===== config.mk =====
export PLATFORM = sky130hd
export DESIGN_NAME = ddt_ctrl
export DESIGN_NICKNAME = d
export VERILOG_FILES = /design/src/hdl/ddt_pkg.sv /design/src/hdl/ddt_ctrl.sv
export SDC_FILE = /design/constraint.sdc
export NUM_CORES = 1
export LEC_CHECK = 0
export ABC_AREA = 0
export BUFFER_PORTS_ARGS = -buffer_cell sky130_fd_sc_hd__buf_2
export CORE_UTILIZATION = 26
export CTS_BUF_LIST = sky130_fd_sc_hd__clkbuf_4 sky130_fd_sc_hd__clkbuf_8 sky130_fd_sc_hd__clkbuf_16
export DETAILED_ROUTE_END_ITERATION = 7
export PLACE_DENSITY_LB_ADDON = 0.1
export SLEW_MARGIN = 20
export SYNTH_ARGS = -nofsm -noshare
export SYNTH_HDL_FRONTEND = slang
export SYNTH_SLANG_ARGS = --single-unit

===== constraint.sdc =====
create_clock -name clk -period 2 [get_ports clk]
set_input_delay 0 -clock clk [delete_from_list [all_inputs] [get_ports clk]]
set_output_delay 0 -clock clk [all_outputs]
set_load 0.005 [all_outputs]

===== src/hdl/ddt_pkg.sv =====
// ----------------------------------------------------------------------------
// Deferred decrement table package
// Shared constants, codes, state type and controller/datapath interfaces.
// ----------------------------------------------------------------------------
package ddt_pkg;

  localparam int DEPTH_DEFAULT       = 64;
  localparam int KEY_WIDTH_DEFAULT   = 64;
  localparam int COUNT_WIDTH_DEFAULT = 16;
  localparam logic [15:0] BATCH_DEFAULT = 16'd32;

  localparam logic [1:0] ACT_DEFER = 2'd0;
  localparam logic [1:0] ACT_PROC  = 2'd1;
  localparam logic [1:0] ACT_FLUSH = 2'd2;

  localparam logic [1:0] ST_COUNTED = 2'd0;
  localparam logic [1:0] ST_NEW     = 2'd1;
  localparam logic [1:0] ST_DROPPED = 2'd2;
  localparam logic [1:0] ST_IGNORED = 2'd3;

  typedef enum logic [2:0] {
    S_IDLE,
    S_DRD,
    S_DCMP,
    S_DNEW,
    S_WBEG,
    S_WRD,
    S_WUPD,
    S_FIN
  } state_t;

  typedef struct packed {
    logic       accept;
    logic       set_status;
    logic [1:0] status;
    logic       scan_rd;
    logic       scan_cmp;
    logic       defer_new;
    logic       pass_begin;
    logic       step_rd;
    logic       step_upd;
    logic       load_out;
  } cmd_t;

  typedef struct packed {
    logic [1:0] in_act;
    logic       in_key_zero;
    logic [1:0] act;
    logic       hit;
    logic       scan_last;
    logic       found;
    logic       pass_end;
    logic       more_pass;
  } stat_t;

  typedef struct packed {
    logic [1:0]  status;
    logic [6:0]  pending;
    logic        due;
    logic [22:0] done;
    logic [6:0]  gone;
    logic [31:0] drop;
    logic [31:0] add;
  } res_t;

endpackage


===== src/hdl/ddt_ctrl.sv =====
// ----------------------------------------------------------------------------
// Deferred decrement table controller
// Sequences lookups, insertions and walks over the entry order.
// ----------------------------------------------------------------------------
module ddt_ctrl
  import ddt_pkg::*;
(
  input  logic  clk,
  input  logic  rst,
  input  logic  s_tvalid,
  output logic  s_tready,
  input  logic  out_free,
  input  stat_t stat,
  output cmd_t  cmd
);

  state_t state, state_next;

  always_ff @(posedge clk) begin
    if (rst) begin
      state <= S_IDLE;
    end else begin
      state <= state_next;
    end
  end

  always_comb begin
    state_next = state;
    cmd        = '0;
    s_tready   = 1'b0;
    unique case (state)
      S_IDLE: begin
        s_tready = !rst;
        if (s_tvalid && s_tready) begin
          cmd.accept = 1'b1;
          priority if (stat.in_act == ACT_DEFER && !stat.in_key_zero) begin
            state_next = S_DRD;
          end else if (stat.in_act == ACT_PROC || stat.in_act == ACT_FLUSH) begin
            state_next = S_WBEG;
          end else begin
            cmd.set_status = 1'b1;
            cmd.status     = ST_IGNORED;
            state_next     = S_FIN;
          end
        end
      end
      S_DRD: begin
        cmd.scan_rd = 1'b1;
        state_next  = S_DCMP;
      end
      S_DCMP: begin
        cmd.scan_cmp = 1'b1;
        priority if (stat.hit) begin
          cmd.set_status = 1'b1;
          cmd.status     = ST_COUNTED;
          state_next     = S_FIN;
        end else if (stat.scan_last) begin
          state_next = S_DNEW;
        end else begin
          state_next = S_DRD;
        end
      end
      S_DNEW: begin
        cmd.defer_new  = 1'b1;
        cmd.set_status = 1'b1;
        cmd.status     = stat.found ? ST_NEW : ST_DROPPED;
        state_next     = S_FIN;
      end
      S_WBEG: begin
        cmd.pass_begin = 1'b1;
        state_next     = S_WRD;
      end
      S_WRD: begin
        priority if (!stat.pass_end) begin
          cmd.step_rd = 1'b1;
          state_next  = S_WUPD;
        end else if (stat.act == ACT_FLUSH && stat.more_pass) begin
          state_next = S_WBEG;
        end else begin
          cmd.set_status = 1'b1;
          cmd.status     = ST_COUNTED;
          state_next     = S_FIN;
        end
      end
      S_WUPD: begin
        cmd.step_upd = 1'b1;
        state_next   = S_WRD;
      end
      S_FIN: begin
        if (out_free) begin
          cmd.load_out = 1'b1;
          state_next   = S_IDLE;
        end
      end
      default: state_next = S_IDLE;
    endcase
  end

endmodule


After elaboration in Yosys (flattened, before gate mapping)
Index checks and enable logic that the tools add are counted.
- equality and inequality tests: 12
- reductions and logical operators: 10
- multiplexer cells: 28
- operators by type and width (cell ; count):
    $mux W3 ; 10
    $pmux W3 S7 ; 1
    $eq A3 B3 Y1 const B ; 4
    $pmux W3 S4 ; 1
    $mux W1 ; 11
    $mux W2 ; 4
    $eq A3 B2 Y1 const B ; 2
    $eq A2 B2 Y1 const B ; 2
    $mux W4 ; 1
    $ne A2 B2 Y1 const B ; 2
    $eq A3 B1 Y1 const B ; 1
    $logic_and A1 B1 Y1 ; 3
    $logic_not A3 Y1 ; 1
    $eq A2 B1 Y1 const B ; 1
    $logic_not A1 Y1 ; 2
    $logic_not A2 Y1 ; 1
    $reduce_and A2 Y1 ; 1
    $reduce_or A2 Y1 ; 1
    $logic_or A1 B1 Y1 ; 1
- logic and storage cells: 51
- flip-flop bits (word level): 3
- output and inout bits: 12
- input bits: 14

Depth between registers and ports, before layout
- depth after elaboration: 6
- gate-level depth with buffers: 6
- gate-level depth less buffers: 6

Worst setup path after synthesis
Ideal clock, no wire load.
- path kind: register to register
- from: register state[1]
- to: register state[2]
- data arrival time: 1128 ps
- stages on the path, launching flop included: 5
- setup time: 131 ps
- buffers on the path: 1
- path slack: 742 ps
- cell sequence: dfxtp_1 or3_1 buf_2 o21bai_1 o32ai_1
- word-level cells in the longest chain between the ends: 3
- elaborated cells between the ends (all ways): 13
- those cells by class: eq/ne: 9; mux: 1; reduce/logical: 3
- ends and longest elaborated chain (what ; line ; source):
    from (decl) ; ddt_ctrl.sv:17 ; state_t state, state_next;
    from (signal assigned) ; ddt_ctrl.sv:23 ; state <= state_next;
    $eq A3 B3 Y1 or $logic_not A3 Y1 (tied branches) ; ddt_ctrl.sv:31 ; unique case (state)
    $reduce_or A2 Y1 (no source line) or $ne A2 B2 Y1 (tied branches) ; -- ;
    $pmux W3 S7 or $reduce_and A2 Y1 (tied branches) ; -- ;
Parallel ways exist; a longest one is shown, timed or not.
A chain may end at the register's enable or synchronous reset.

==> flow_metrics.env <==
export IMPL_worst_clock_skew_ps=0.312
export IMPL_timing_final_crit_share=0.831
export IMPL_initial_core_util=0.299
export IMPL_dp_cell_count=92
export IMPL_crit_path_end_kind="output pin"
export IMPL_timing_max_transition_violations_final=0
export IMPL_gr_total_overflow=0
export IMPL_rr_worst_depth=3
export IMPL_vias_per_cell=4.73
export IMPL_yosys_most_used_dff="dfxtp_1"
export IMPL_clock_pin_slew_of_the_registers_on_the_worst_case_setup_and_hold_paths_ps=40
export IMPL_final_layout_setup_total_negative_slack_ps=0
export IMPL_layout_core_utilization=0.432
export IMPL_layout_top_registers="state x3"
export IMPL_cts_sink_count=3
export IMPL_drt_wl_total_um=891
export IMPL_synth_cell_area_um2=354
export IMPL_syn_mean_instance_area_um2=6.32
export IMPL_report_final_hold_viol_count=0
export IMPL_largest_register_ff_count=3
export IMPL_die_outline_area_um2=1510
export IMPL_vias=454
export IMPL_fin_area_um2=513
export IMPL_synthToLayoutAreaGrowth_pct=44.9
export IMPL_worst_setup_path_type="reg -> out"
export IMPL_fraction_of_final_layout_cells_sized_beyond_drive_strength_1=0.378
export IMPL_port_buffer_count=25
export IMPL_synth_largest_type_area_fraction=0.170
export IMPL_worst_path_max_fanout=13
export IMPL_mappedNetlistNets=71
export IMPL_ys_warnings=0
export IMPL_power_uw=635
export IMPL_vdd_ir_drop_worst_uv=704
export IMPL_registers_top_by_ff_count="state"
export IMPL_detail_route_drc_violations=0
export IMPL_detail_route_first_pass_iterations=2
export IMPL_grt_util_all_layers=0.134
export IMPL_number_of_instances_in_the_synthesized_netlist=56
export IMPL_synth_most_common_cell="nor2_1"
export IMPL_ys_async_sr_fraction=0
export IMPL_timing_critical_path_from_type="flip-flop"
export IMPL_p_per_area_nw_per_um2=1240
export IMPL_cts_hold_repair_buffers=0
export IMPL_post_route_worst_setup_slack_ps=338
export IMPL_holdPathStages=2
export IMPL_synth_enable_flop_cells=0
export IMPL_num_antenna_cells=0
export IMPL_detailedPlace_worstSlack_ps=583
export IMPL_fp_dieW_um=38.9
export IMPL_relSlewSlack=0.720
export IMPL_grt_pass1_wl_mm=1.47
export IMPL_core_area_um2=1190
export IMPL_power_static_leakage_nw=0.275
export IMPL_cts_setup_buffers=0
export IMPL_floorplan_rows=12
export IMPL_place_area_um2=483
export IMPL_sequential_cell_area_fraction_in_the_yosys_report=0.170
export IMPL_h_tree_depth=1
export IMPL_first_iter_violations=4
export IMPL_setup_viol_count_final=0
export IMPL_largest_area_contributor_in_the_synthesized_netlist="dfxtp_1"
export IMPL_max_clock_freq_mhz=602
export IMPL_cap_violations=0
export IMPL_nets=98
export IMPL_place_congestion=0.746
export IMPL_initial_antenna_violation_count=0
export IMPL_die_y_um=38.9
export IMPL_worstHoldPathType="in -> reg"
export IMPL_worst_slew_pin_transition_ps=420
export IMPL_grt_max_degree=15
export IMPL_postRouteAntennaNets=0
export IMPL_status="finished, final reports clean"
export IMPL_detailed_place_hpwl_um=734
export IMPL_numCtsBuffers=3
export IMPL_critical_path_arrival_ps=1660
export IMPL_post_drt_wl_per_cell_um=9.28
export IMPL_netlist_top_cells_area="dfxtp_1, nor2_1, nand2_1"
export IMPL_io_pins=26
export IMPL_worst_hold_slack_across_all_endpoints_ps=20.5
export IMPL_max_clock_path_buffers=2
export IMPL_cts_root_buf="clkbuf_4"
export IMPL_synth_seq_cells=3
export IMPL_cts_resized=0
export IMPL_tritoncts_clock_tree="built"
export IMPL_vias_in_the_first_global_route=394
export IMPL_stdcell_count=96
export IMPL_clock_insertion_delay_at_the_later_pin_of_the_skew_report_ps=230
export IMPL_synthTopCellsByCount="nor2_1, nand2_1, inv_1, o21ai_0"
export IMPL_worst_ep_required_time_ps=2000
export IMPL_distinct_cells_synth=24
export IMPL_finalWorstPathRequiredPeriod_ps=1660
export IMPL_grt_setup_unrepaired="no"
==> layout by cell type, fill, tap and decap left out, types with 2 or more instances in the layout <==
cell type | Yosys | final
buf_2 | 2 | 25
nor2_1 | 8 | 8
nand2_1 | 7 | 7
inv_1 | 6 | 6
o21ai_0 | 5 | 5
clkbuf_4 | 0 | 4
nor2b_1 | 3 | 3
nor3b_1 | 3 | 3
dfxtp_1 | 3 | 3
nand3_1 | 2 | 2
o211ai_1 | 2 | 2
a21oi_1 | 2 | 2
==> report_power, final <==
part,switching (mW),internal (mW)
Combinational,0.174,0.171
Sequential,0.0808,0.0907
Clock,0.0301,0.0882
==> kinds of logic (layout without fill, tap and decap cells) <==
group                      Yosys count  count (layout)  share of synthesized area
and+or+nand+nor                     29              29                      0.424
AOI/OAI and AO/OA                   14              14                      0.269
buffers and inverters                9              35                      0.102
DFF                                  3               3                      0.170
adders and majority gates            1               1                     0.0353
==> worst max-delay path: stages, from the launching register on <==
cell and delay (ps):
dfxtp_1 410, or3_1 490, nor3_2 170, nand2_1 130, o211ai_1 90, buf_2 130
==> area by class of cell <==
class,instances,area [um^2]
clock buffer,4,30.0
fill,137,673
inverter,6,22.5
multi-input combinational,44,258
sequential,3,60.1
tap,14,17.5
timing repair buffer,25,125
==> final timing paths <==
kind | startpoint | endpoint | slack [ps]
worst min-delay path | out_free | state[2] | 20
worst max register to register | state[0] | state[2] | 580
worst max-delay path | state[0] | cmd[9] | 340
worst min register to register | state[1] | state[2] | 650
==> metal layers <==
metal  GRT usage  routed length, um  up-vias
met5           0                  0        -
met4      0.0259                  0        0
met3      0.0173                 35        0
met2       0.250                405       13
met1       0.161                451      195
li1            -                  -      246
No activity file was read; power rests on OpenSTA's default activity.
